===== src/sv/pbli_pkg.sv =====
// ----------------------------------------------------------------------------
// pbli_pkg: shared types and constants of the blank line inserter
// Holds the configuration and per-tick result bundles, the register indexes
// used by the register block and the fixed line timing constants of the sync core.
// ----------------------------------------------------------------------------
package pbli_pkg;

    // Generated line timing, in video ticks.
    localparam logic [9:0] LINE_TICKS  = 10'd912;
    localparam logic [9:0] PULSE_TICKS = 10'd64;

    // Register indexes on the configuration port.
    localparam logic [2:0] REG_FIRST_DELAY  = 3'd0;
    localparam logic [2:0] REG_SECOND_DELAY = 3'd1;
    localparam logic [2:0] REG_FIRST_STOP   = 3'd2;
    localparam logic [2:0] REG_SECOND_STOP  = 3'd3;
    localparam logic [2:0] REG_SYNC_INHIBIT = 3'd4;

    typedef struct packed {
        logic [7:0] first_delay_lines;
        logic [7:0] second_delay_lines;
        logic [8:0] first_stop_line;
        logic [8:0] second_stop_line;
        logic       sync_inhibit;
    } t_cfg;

    typedef struct packed {
        logic hsync_out;
        logic fsync_out;
        logic chip_pause;
        logic blank_line_strobe;
    } t_result;

endpackage


===== src/sv/pbli_cfg.sv =====
// ----------------------------------------------------------------------------
// pbli_cfg: configuration registers
// APB-style register file holding the delay counts, stop lines and the sync
// inhibit bit. Registers sit at byte address 4*index.
// ----------------------------------------------------------------------------
module pbli_cfg (
    input  logic              i_clk,
    input  logic              i_rst_n,
    input  logic              psel,
    input  logic              penable,
    input  logic              pwrite,
    input  logic [4:0]        paddr,
    input  logic [31:0]       pwdata,
    output logic [31:0]       prdata,
    output logic              pready,
    output pbli_pkg::t_cfg    o_cfg
);

    pbli_pkg::t_cfg r_cfg;
    logic [2:0]     w_index;
    logic           w_write;

    assign w_index = paddr[4:2];
    assign w_write = psel & penable & pwrite;
    assign pready  = 1'b1;
    assign o_cfg   = r_cfg;

    always_ff @(posedge i_clk) begin
        if (!i_rst_n) begin
            r_cfg <= '0;
        end else if (w_write) begin
            case (w_index)
                pbli_pkg::REG_FIRST_DELAY:  r_cfg.first_delay_lines  <= pwdata[7:0];
                pbli_pkg::REG_SECOND_DELAY: r_cfg.second_delay_lines <= pwdata[7:0];
                pbli_pkg::REG_FIRST_STOP:   r_cfg.first_stop_line    <= pwdata[8:0];
                pbli_pkg::REG_SECOND_STOP:  r_cfg.second_stop_line   <= pwdata[8:0];
                pbli_pkg::REG_SYNC_INHIBIT: r_cfg.sync_inhibit       <= pwdata[0];
                default: begin
                end
            endcase
        end
    end

    always_comb begin
        case (w_index)
            pbli_pkg::REG_FIRST_DELAY:  prdata = {24'd0, r_cfg.first_delay_lines};
            pbli_pkg::REG_SECOND_DELAY: prdata = {24'd0, r_cfg.second_delay_lines};
            pbli_pkg::REG_FIRST_STOP:   prdata = {23'd0, r_cfg.first_stop_line};
            pbli_pkg::REG_SECOND_STOP:  prdata = {23'd0, r_cfg.second_stop_line};
            pbli_pkg::REG_SYNC_INHIBIT: prdata = {31'd0, r_cfg.sync_inhibit};
            default:                    prdata = 32'd0;
        endcase
    end

endmodule


===== src/sv/pbli_core.sv =====
// ----------------------------------------------------------------------------
// pbli_core: sync tracking and line generation
// Holds the edge history, scanline counter and insertion timing, and computes
// one tick's result from the registered sync levels.
// ----------------------------------------------------------------------------
module pbli_core (
    input  logic                i_clk,
    input  logic                i_rst_n,
    input  logic                i_step,
    input  logic                i_hs,
    input  logic                i_fs,
    input  pbli_pkg::t_cfg      i_cfg,
    output pbli_pkg::t_result   o_result
);

    logic       r_prev_hsync, n_prev_hsync;
    logic       r_prev_fsync, n_prev_fsync;
    logic [8:0] r_scanline,   n_scanline;
    logic [7:0] r_remaining,  n_remaining;
    logic [9:0] r_timer,      n_timer;
    logic       r_inserting,  n_inserting;
    logic       r_level,      n_level;
    logic       w_strobe;

    always_comb begin
        n_scanline  = r_scanline;
        n_remaining = r_remaining;
        n_timer     = r_timer;
        n_inserting = r_inserting;
        n_level     = r_level;
        w_strobe    = 1'b0;

        // Locally generated line timing comes first.
        if (r_inserting) begin
            n_timer = r_timer + 10'd1;
            if (n_timer == pbli_pkg::PULSE_TICKS) begin
                n_level = 1'b1;
            end
            if (n_timer == pbli_pkg::LINE_TICKS) begin
                w_strobe    = 1'b1;
                if (!i_cfg.sync_inhibit) begin
                    n_level = 1'b0;
                end
                n_remaining = r_remaining - 8'd1;
                if (n_remaining == 8'd0) begin
                    n_inserting = 1'b0;
                end else begin
                    n_timer = 10'd0;
                end
            end
        end

        // Frame sync rising edge restarts the scanline count.
        if (i_fs && !r_prev_fsync) begin
            n_scanline = 9'd0;
        end

        // A chip edge overrides any generated level in the same tick.
        if (i_hs != r_prev_hsync) begin
            n_level = i_hs;
            if (!i_hs && (i_cfg.first_delay_lines != 8'd0)) begin
                n_scanline = n_scanline + 9'd1;
                if (n_scanline == i_cfg.first_stop_line) begin
                    n_remaining = i_cfg.first_delay_lines;
                end else if (n_scanline == i_cfg.second_stop_line) begin
                    n_remaining = i_cfg.second_delay_lines;
                end
                if (n_remaining != 8'd0) begin
                    n_inserting = 1'b1;
                    n_timer     = 10'd0;
                end
            end
        end

        n_prev_hsync = i_hs;
        n_prev_fsync = i_fs;
    end

    always_ff @(posedge i_clk) begin
        if (!i_rst_n) begin
            r_prev_hsync <= 1'b1;
            r_prev_fsync <= 1'b0;
            r_scanline   <= '0;
            r_remaining  <= '0;
            r_timer      <= '0;
            r_inserting  <= 1'b0;
            r_level      <= 1'b1;
        end else if (i_step) begin
            r_prev_hsync <= n_prev_hsync;
            r_prev_fsync <= n_prev_fsync;
            r_scanline   <= n_scanline;
            r_remaining  <= n_remaining;
            r_timer      <= n_timer;
            r_inserting  <= n_inserting;
            r_level      <= n_level;
        end
    end

    assign o_result.hsync_out         = n_level;
    assign o_result.fsync_out         = i_fs;
    assign o_result.chip_pause        = n_inserting;
    assign o_result.blank_line_strobe = w_strobe;

endmodule


===== src/sv/pal_blank_line_inserter_top.sv =====
// ----------------------------------------------------------------------------
// pal_blank_line_inserter_top: blank line inserter for a video sync chain
// Tracks the video chip's sync levels, counts scanlines and holds the chip
// paused while it generates blank lines of its own timing.
// ----------------------------------------------------------------------------
// Each input transaction is one video tick and yields exactly one output
// transaction. A tick is captured in an input register, the sync core turns
// it into a result and the result waits in an output register until it is
// taken; the block takes one tick per clock cycle while the output side does
// not stall. Input stall is raised only while an item waits in the input
// register and the output register is held by a stall. A frame sync rising
// edge clears the 9-bit scanline counter; every falling edge of the chip's
// horizontal sync advances it, unless the first delay register is zero,
// which disables line counting. A match against the first or second stop
// line starts an insertion of that line's delay count of blank lines: the
// chip is paused, a local horizontal sync rises 64 ticks after each fall and
// falls every 912 ticks unless sync is inhibited, each line end giving a
// blank line strobe. Configuration must be written over the APB-style port
// only while no transaction is in flight; the block does not enforce this.
// ----------------------------------------------------------------------------
module pal_blank_line_inserter_top (
    input  logic        i_clk,
    input  logic        i_rst_n,
    // Configuration port
    input  logic        psel,
    input  logic        penable,
    input  logic        pwrite,
    input  logic [4:0]  paddr,
    input  logic [31:0] pwdata,
    output logic [31:0] prdata,
    output logic        pready,
    // Tick input
    input  logic        i_in_valid,
    output logic        o_in_stall,
    input  logic        i_vdg_hsync,
    input  logic        i_vdg_fsync,
    // Result output
    output logic        o_out_valid,
    input  logic        i_out_stall,
    output logic        o_hsync_out,
    output logic        o_fsync_out,
    output logic        o_chip_pause,
    output logic        o_blank_line_strobe
);

    pbli_pkg::t_cfg    w_cfg;
    pbli_pkg::t_result w_result;
    pbli_pkg::t_result r_out;

    logic r_in_valid;
    logic r_in_hs;
    logic r_in_fs;
    logic r_out_valid;
    logic w_advance;
    logic w_accept;

    pbli_cfg u_cfg (
        .i_clk   (i_clk),
        .i_rst_n (i_rst_n),
        .psel    (psel),
        .penable (penable),
        .pwrite  (pwrite),
        .paddr   (paddr),
        .pwdata  (pwdata),
        .prdata  (prdata),
        .pready  (pready),
        .o_cfg   (w_cfg)
    );

    // The held tick moves into the output register whenever that register is
    // empty or its result is being taken in this cycle.
    assign w_advance  = r_in_valid && (!r_out_valid || !i_out_stall);
    assign o_in_stall = r_in_valid && !w_advance;
    assign w_accept   = i_in_valid && !o_in_stall;

    pbli_core u_core (
        .i_clk    (i_clk),
        .i_rst_n  (i_rst_n),
        .i_step   (w_advance),
        .i_hs     (r_in_hs),
        .i_fs     (r_in_fs),
        .i_cfg    (w_cfg),
        .o_result (w_result)
    );

    always_ff @(posedge i_clk) begin
        if (!i_rst_n) begin
            r_in_valid  <= 1'b0;
            r_out_valid <= 1'b0;
        end else begin
            if (w_accept) begin
                r_in_valid <= 1'b1;
            end else if (w_advance) begin
                r_in_valid <= 1'b0;
            end
            if (w_advance) begin
                r_out_valid <= 1'b1;
            end else if (!i_out_stall) begin
                r_out_valid <= 1'b0;
            end
        end
    end

    // Payload registers carry no reset.
    always_ff @(posedge i_clk) begin
        if (w_accept) begin
            r_in_hs <= i_vdg_hsync;
            r_in_fs <= i_vdg_fsync;
        end
        if (w_advance) begin
            r_out <= w_result;
        end
    end

    assign o_out_valid         = r_out_valid;
    assign o_hsync_out         = r_out.hsync_out;
    assign o_fsync_out         = r_out.fsync_out;
    assign o_chip_pause        = r_out.chip_pause;
    assign o_blank_line_strobe = r_out.blank_line_strobe;

endmodule


===== config.mk =====
export PLATFORM = sky130hd
export DESIGN_NAME = pal_blank_line_inserter_top
export DESIGN_NICKNAME = d
export VERILOG_FILES = /design/src/sv/pbli_pkg.sv /design/src/sv/pbli_cfg.sv /design/src/sv/pbli_core.sv /design/src/sv/pal_blank_line_inserter_top.sv
export SDC_FILE = /design/constraint.sdc
export NUM_CORES = 1
export LEC_CHECK = 0
export BUFFER_PORTS_ARGS = -buffer_cell sky130_fd_sc_hd__buf_2
export CORE_MARGIN = 8
export CORE_UTILIZATION = 40
export DETAILED_ROUTE_END_ITERATION = 12
export GPL_TIMING_DRIVEN = 1
export PLACE_DENSITY = 0.71
export SYNTH_ARGS = -nofsm -noshare
export SYNTH_HDL_FRONTEND = slang
export SYNTH_SLANG_ARGS = --single-unit

===== constraint.sdc =====
create_clock -name i_clk -period 10.4 [get_ports i_clk]
set_input_delay 0.52 -clock i_clk [delete_from_list [all_inputs] [get_ports i_clk]]
set_output_delay 0.52 -clock i_clk [all_outputs]
set_load 0.05 [all_outputs]

==> results of run 1 <==
[worst paths after layout]
kind,startpoint,to,cells after the start
max,r_in_fs,u_core.r_timer[4],14
min reg2reg,u_core.r_prev_fsync,u_core.r_prev_fsync,2
min,i_vdg_fsync,r_in_fs,1
max reg2reg,r_in_fs,u_core.r_timer[4],14
[registers in the layout (all words and copies together), names as in the netlist]
register / flops
u_cfg.o_cfg: 35
u_core.r_timer: 10
u_core.r_scanline: 9
u_core.r_remaining: 8
o_blank_line_strobe: 1
o_chip_pause: 1
o_fsync_out: 1
o_hsync_out: 1
o_out_valid: 1
r_in_fs: 1
r_in_hs: 1
r_in_valid: 1
u_core.r_inserting: 1
u_core.r_level: 1
u_core.r_prev_fsync: 1
u_core.r_prev_hsync: 1
[area by class of cell]
| class | instances | area (um2) |
|---|---|---|
| clock inverter | 6 | 66.31 |
| timing repair buffer | 40 | 212.7 |
| multi-input combinational | 425 | 2861 |
| clock buffer | 10 | 229.0 |
| tap | 143 | 178.9 |
| sequential | 74 | 1541 |
| inverter | 17 | 63.81 |
| fill | 1115 | 6265 |
[cell families (layout without fill, tap and decap cells)]
group,after synthesis,in the layout
other cells,2,24
mux,57,57
xor+xnor,27,27
simple gates,211,211
compound gates,101,101
flops,74,74
buf+inv,69,73
fa+ha+maj,5,5
[synth_stat cells, drive strengths merged, types with 2 or more instances]
cell type / number / area (um2)
nand3b: 4 / 30.03
clkbuf: 14 / 52.55
or3: 6 / 37.54
nor3: 15 / 75.07
nor2b: 12 / 75.07
o21ai: 34 / 181.4
nand3: 17 / 120.1
nor2: 79 / 296.5
nand2b: 4 / 32.53
dfxtp: 68 / 1361
and3: 9 / 61.31
nor4b: 6 / 73.81
a41oi: 3 / 26.28
or4: 4 / 33.78
nand4: 10 / 83.83
a211oi: 7 / 52.55
xor2: 11 / 96.34
edfxtp: 6 / 180.2
mux2: 7 / 86.33
buf: 38 / 252.7
nor3b: 4 / 30.03
a22oi: 2 / 15.01
and2: 5 / 31.28
xnor2: 16 / 140.1
and4: 3 / 26.28
ha: 4 / 50.05
inv: 17 / 63.81
o211ai: 6 / 45.04
o21a: 2 / 15.01
a21oi: 28 / 140.1
conb: 2 / 7.510
nand2: 27 / 101.4
mux2i: 43 / 434.2
mux4: 7 / 157.7
o22ai: 6 / 37.54
a31oi: 3 / 18.77
[stage by stage]
stage	instance area (um2)	total power, mW
after floorplan	4767	0.3604
after global placement	4858	0.3671
after detailed placement	4858	0.3687
after CTS	5154	0.6806
after global routing	5154	0.7008
final	5154	0.6759
[metal layers]
layer	share of wire	wire length (um)
met2	0.47	5534
met3	0.072	842
met4	0.015	174
met1	0.44	5109
met5	0	0
[critical path, delay by kind of cell, from the launching register on]
family | cells | cell delay, ns
adders and majority gates | 1 | 0.30
DFF | 1 | 0.45
xor gates and xnor gates | 1 | 0.07
AOI/OAI and AO/OA | 4 | 1.53
muxes | 1 | 0.48
and+or+nand+nor | 7 | 1.78
[power by group]
group          leakage, nW  switching (mW)  internal (mW)
sequential           0.606         0.00413          0.292
combinational         1.21          0.0515         0.0158
clock                0.137           0.126          0.186
==> flow_summary.yaml, run 1 <==
outcome:
  status: "finished clean"
place:
  placed_cells: 699
  preCtsSetupSlack_ns: 5.788
  gp_congestion: 0.8783
  post-dp-hpwl_um: 8439
  port_buffers: 35
setup_path:
  cp_common_cell: "nand3_2"
  startpoint_type: "register"
  max_stage_delay_ns: 0.66
  cp_max_fo: 14
  path_class: "reg -> reg"
  reg2reg_slack_ns: 5.70
  cp.required_ns: 10.67
  cp.arrival_ns: 4.97
  cp-end-kind: "register"
  path_cells: "nand2b_1, and2_1, ha_1, nand3_2, or3_1, nand2_1, xor2_1, o311ai_1, o2111ai_1, mux2i_2, nand4_2, o211ai_1, nand3_2, o221ai_2"
  cp_slowest_cell: "o2111ai_1"
synth:
  synthArstFlopShare: 0
  synth-main-ff-cell: "dfxtp_1"
  synth_xor_area_frac: 0.05048
  ys_seq_area_frac: 0.3291
  synth_top_family_by_area: "simple AND/OR/NAND/NOR gates"
  synth_adder_area_share: 0.01282
  postSynthAreaPerCell_um2: 8.580
  post_synth_num_cell_types: 68
  synth_edf_count: 6
  synthCells: 546
  synth_compound_area_frac: 0.1349
  synthMuxAreaShare: 0.1448
  synth-simple-area-share: 0.2476
  netlist_area_um2: 4684
  synth-seq-cells: 74
  yosys_warnings: 0
cells_and_area:
  layout-drive-gt1-share: 0.1486
  finalNetCount: 617
  post-route-util: 0.4513
  diodes: 0
  area_delta_synth_final_pct: 10.02
  fin_cells: 715
  final_common_cell: "nor2_1"
  final_cell_mix: "79 x nor2_1, 68 x dfxtp_1, 42 x mux2i_1"
route:
  firstDrtPassIters: 4
  wl_um: 11660
  drc_errors: 0
  vias_per_cell: 5.631
  avgRoutedWirePerCell_um: 16.31
  ant_nets: 0
  vias: 4026
  first_iter_violations: 238
cts:
  numCtsBuffers: 9
  cts_tree: "built"
  cts_resized: 0
  clkLatencyLatePin_ns: 0.34
  cts_setup_buffers: 0
  cts.clk_slew.worst_paths_ns: 0.06
  cts_num_sinks: 74
  cts-hold-fix-buffers: 0
  cts_max_path_buffers: 2
  h-tree-depth: 3
  cts_root_buf: "clkbuf_16"
floorplanning:
  die-area_um2: 15430
  initial_core_util: 0.4103
  coreArea_um2: 11420
  die_height_um: 124.2
  placementRows: 39
  die_w_um: 124.2
  ioPinCount: 85
timing:
  slew_headroom: 0.1591
  hold_slack_ns: 0.3544
  worst_slew_pin_slew_ns: 1.260
  setup_violations: 0
  rsz0062_at_grt: "false"
  finalWorstPathRequiredPeriod_ns: 4.703
  hold_viol: 0
  finClkSkew_ns: 0.005823
  report.final.slew_viol_count: 0
  final.setup.worst_slack_ns: 5.697
  clock.fmax_mhz: 212.6
  setup_tns_ns: 0
  min_period_over_period: 0.4522
global_route:
  grt-ovfl-total: 0
  antenna_found_initial: 0
  met2_usage: 0.2459
  use_met3: 0.04043
  top_usage_layer: "met2"
  grt_max_degree: 57
  grt_pass1_wl_um: 19150
  grt_usage: 0.1471
  grt_pass1_vias: 3833
  use_met1: 0.1780
power:
  powerDensity_nw_per_um2: 131.1
  ir_drop_v: 0.00007691
  p_leak_nw: 1.950
hold_path:
  hold_path.class: "in -> reg"
job:
  max_cap_violations: 0
Power figures use the tool's default switching activity.
==> run 2: changes to the inputs <==
--- a/config.mk
+++ b/config.mk
@@ -10,7 +10,7 @@
 export CORE_UTILIZATION = 40
 export DETAILED_ROUTE_END_ITERATION = 12
 export GPL_TIMING_DRIVEN = 1
-export PLACE_DENSITY = 0.71
+export PLACE_DENSITY = 0.73
 export SYNTH_ARGS = -nofsm -noshare
 export SYNTH_HDL_FRONTEND = slang
 export SYNTH_SLANG_ARGS = --single-unit
==> constraint.sdc (replaced) <==
create_clock -name i_clk -period 4.1 [get_ports i_clk]
set_input_delay 0.205 -clock i_clk [delete_from_list [all_inputs] [get_ports i_clk]]
set_output_delay 0.205 -clock i_clk [all_outputs]
set_load 0.05 [all_outputs]
==> run 2 against run 1 <==
  * Routed wire length is 5.4% higher
  * First-iteration DRC count up 3.4%
  * Fmax grew 21%
  * Critical path type unchanged
==> flow_summary.yaml, run 2 (synthesis gave the netlist of run 1 again) <==
cts:
  cts.clk_slew.worst_paths_ns: 0.06
  clkLatencyLatePin_ns: 0.34
  cts_tree: "built"
  h-tree-depth: 3
  cts_num_sinks: 74
  cts_max_path_buffers: 2
  cts_root_buf: "clkbuf_16"
  cts-hold-fix-buffers: 0
  numCtsBuffers: 9
outcome:
  status: "finished clean"
setup_path:
  max_stage_delay_ns: 0.48
  startpoint_type: "register"
  reg2reg_slack_ns: 0.22
  cp-end-kind: "register"
  reg2reg_depth: 14
  cp_max_fo: 10
  cp.arrival_ns: 4.12
  path_cells: "nand2b_2, and2_1, ha_2, nand3_4, or3_1, a21oi_2, xnor2_1, nand4_4, mux2_2, mux2i_2, nand4_2, o21ai_4, nand3_4, o32ai_2"
  cp.required_ns: 4.34
  r2r-start: "r_in_fs"
  cp-startpoint: "r_in_fs"
  cp_slowest_cell: "edfxtp_1"
  cp_common_cell: "nand3_4"
  path_class: "reg -> reg"
  r2r-end: "u_core.r_timer[2]"
global_route:
  antenna_found_initial: 0
  top_usage_layer: "met2"
  grt_pass1_wl_um: 20240
  grt_usage: 0.1554
  use_met1: 0.1924
  grt-ovfl-total: 0
  grt_max_degree: 47
  use_met3: 0.03702
  met2_usage: 0.2585
  grt_pass1_vias: 4089
timing:
  report.final.slew_viol_count: 0
  clock.fmax_mhz: 258.1
  hold_viol: 0
  worst_slew_pin_slew_ns: 1.110
  hold_slack_ns: 0.03845
  finalWorstPathRequiredPeriod_ns: 3.875
  slew_headroom: 0.2572
  setup_violations: 0
  min_period_over_period: 0.9452
  finClkSkew_ns: 0.007616
cells_and_area:
  finalNetCount: 627
  largest_register_ffs: 35
  post-route-util: 0.4604
  final_common_cell: "nor2_1"
  final_cell_mix: "79 x nor2_1, 68 x dfxtp_1, 42 x mux2i_1"
  diodes: 0
  layout-drive-gt1-share: 0.1735
  fillers: 1072
  area_delta_synth_final_pct: 12.23
hold_path:
  hp-start: "i_vdg_fsync"
  hold_path.class: "in -> reg"
  min_to: "r_in_fs"
  whs_path_depth: 1
route:
  drc_errors: 0
  ant_nets: 0
  firstDrtPassIters: 5
  first_iter_violations: 246
  wl_um: 12290
  vias_per_cell: 5.632
  vias: 4083
  avgRoutedWirePerCell_um: 16.95
floorplanning:
  placementRows: 39
  coreArea_um2: 11420
  die-area_um2: 15430
  ioPinCount: 85
  die_height_um: 124.2
  initial_core_util: 0.4103
  die_w_um: 124.2
job:
  max_cap_violations: 0
place:
  gp_congestion: 0.8912
  post-dp-hpwl_um: 8793
  port_buffers: 35
power:
  powerDensity_nw_per_um2: 330.7
  p_leak_nw: 2.001
  ir_drop_v: 0.0001782
## run 2: power breakdown
part | switching, mW | leakage [nW] | internal (mW)
clock network | 0.336 | 0.142 | 0.476
registers | 0.0105 | 0.607 | 0.740
logic | 0.133 | 1.25 | 0.0440
## run 2: layout make-up
| cell class | count | area (um2) | share of cell area |
|---|---|---|---|
| Timing Repair Buffer | 50 | 287.8 | 0.05474 |
| Tap cell | 143 | 178.9 | 0.03403 |
| Clock buffer | 9 | 225.2 | 0.04284 |
| Inverter | 17 | 63.81 | 0.01214 |
| Clock inverter | 7 | 76.32 | 0.01452 |
| Sequential cell | 74 | 1541 | 0.2932 |
| Multi-Input combinational cell | 425 | 2884 | 0.5485 |
## run 2: critical path, delay by kind of cell, from the launching register on
kind	cells	cell delay, ns
multiplexers	2	0.53
AO/OA/AOI/OAI	3	0.77
flip-flops	1	0.48
AND/OR/NAND/NOR	7	1.48
XOR/XNOR	1	0.22
adder cells (fa/ha/maj)	1	0.28
## run 2: how the worst max path moves through the flow
| stage | to | slack (ns) | cells after the start |
|---|---|---|---|
| 2_1_floorplan | u_core.r_timer[2] | 0.35 | 16 |
| 3_3_place_gp | u_core.r_timer[2] | 0.14 | 14 |
| 3_5_place_dp | u_core.r_timer[2] | -0.05 | 14 |
| 4_1_cts | u_core.r_timer[2] | 0.02 | 14 |
| 5_1_grt | u_core.r_timer[2] | -0.01 | 14 |
| 6_report | u_core.r_timer[2] | 0.22 | 14 |
## run 2: per-stage QoR
| step | cell area [um2] | TNS, ns | power [mW] | worst slack [ns] | cells |
|---|---|---|---|---|---|
| 2_1_floorplan | 4767 | 0 | 0.9139 | 0.3518 | 568 |
| 3_3_place_gp | 4903 | 0 | 0.9350 | 0.1369 | 705 |
| 3_5_place_dp | 4903 | -0.05430 | 0.9392 | -0.05430 | 705 |
| 4_1_cts | 5230 | 0 | 1.746 | 0.01895 | 723 |
| 5_1_grt | 5258 | -0.01260 | 1.799 | -0.01260 | 725 |
| 6_report | 5258 | 0 | 1.739 | 0.2248 | 725 |
## run 2: what timing repair did
action                                 4_1_cts  5_1_grt
gates resized for setup                      2        3
setup buffers                                2        2
setup endpoints to repair                    4       12
pin swaps                                    1        2
endpoints found under the hold margin        0        0
## run 2: metal layers
layer	wire length, um	up-vias
met5	0	-
met4	284	0
met3	654	26
met2	5821	132
met1	5526	1951
li1	-	1974
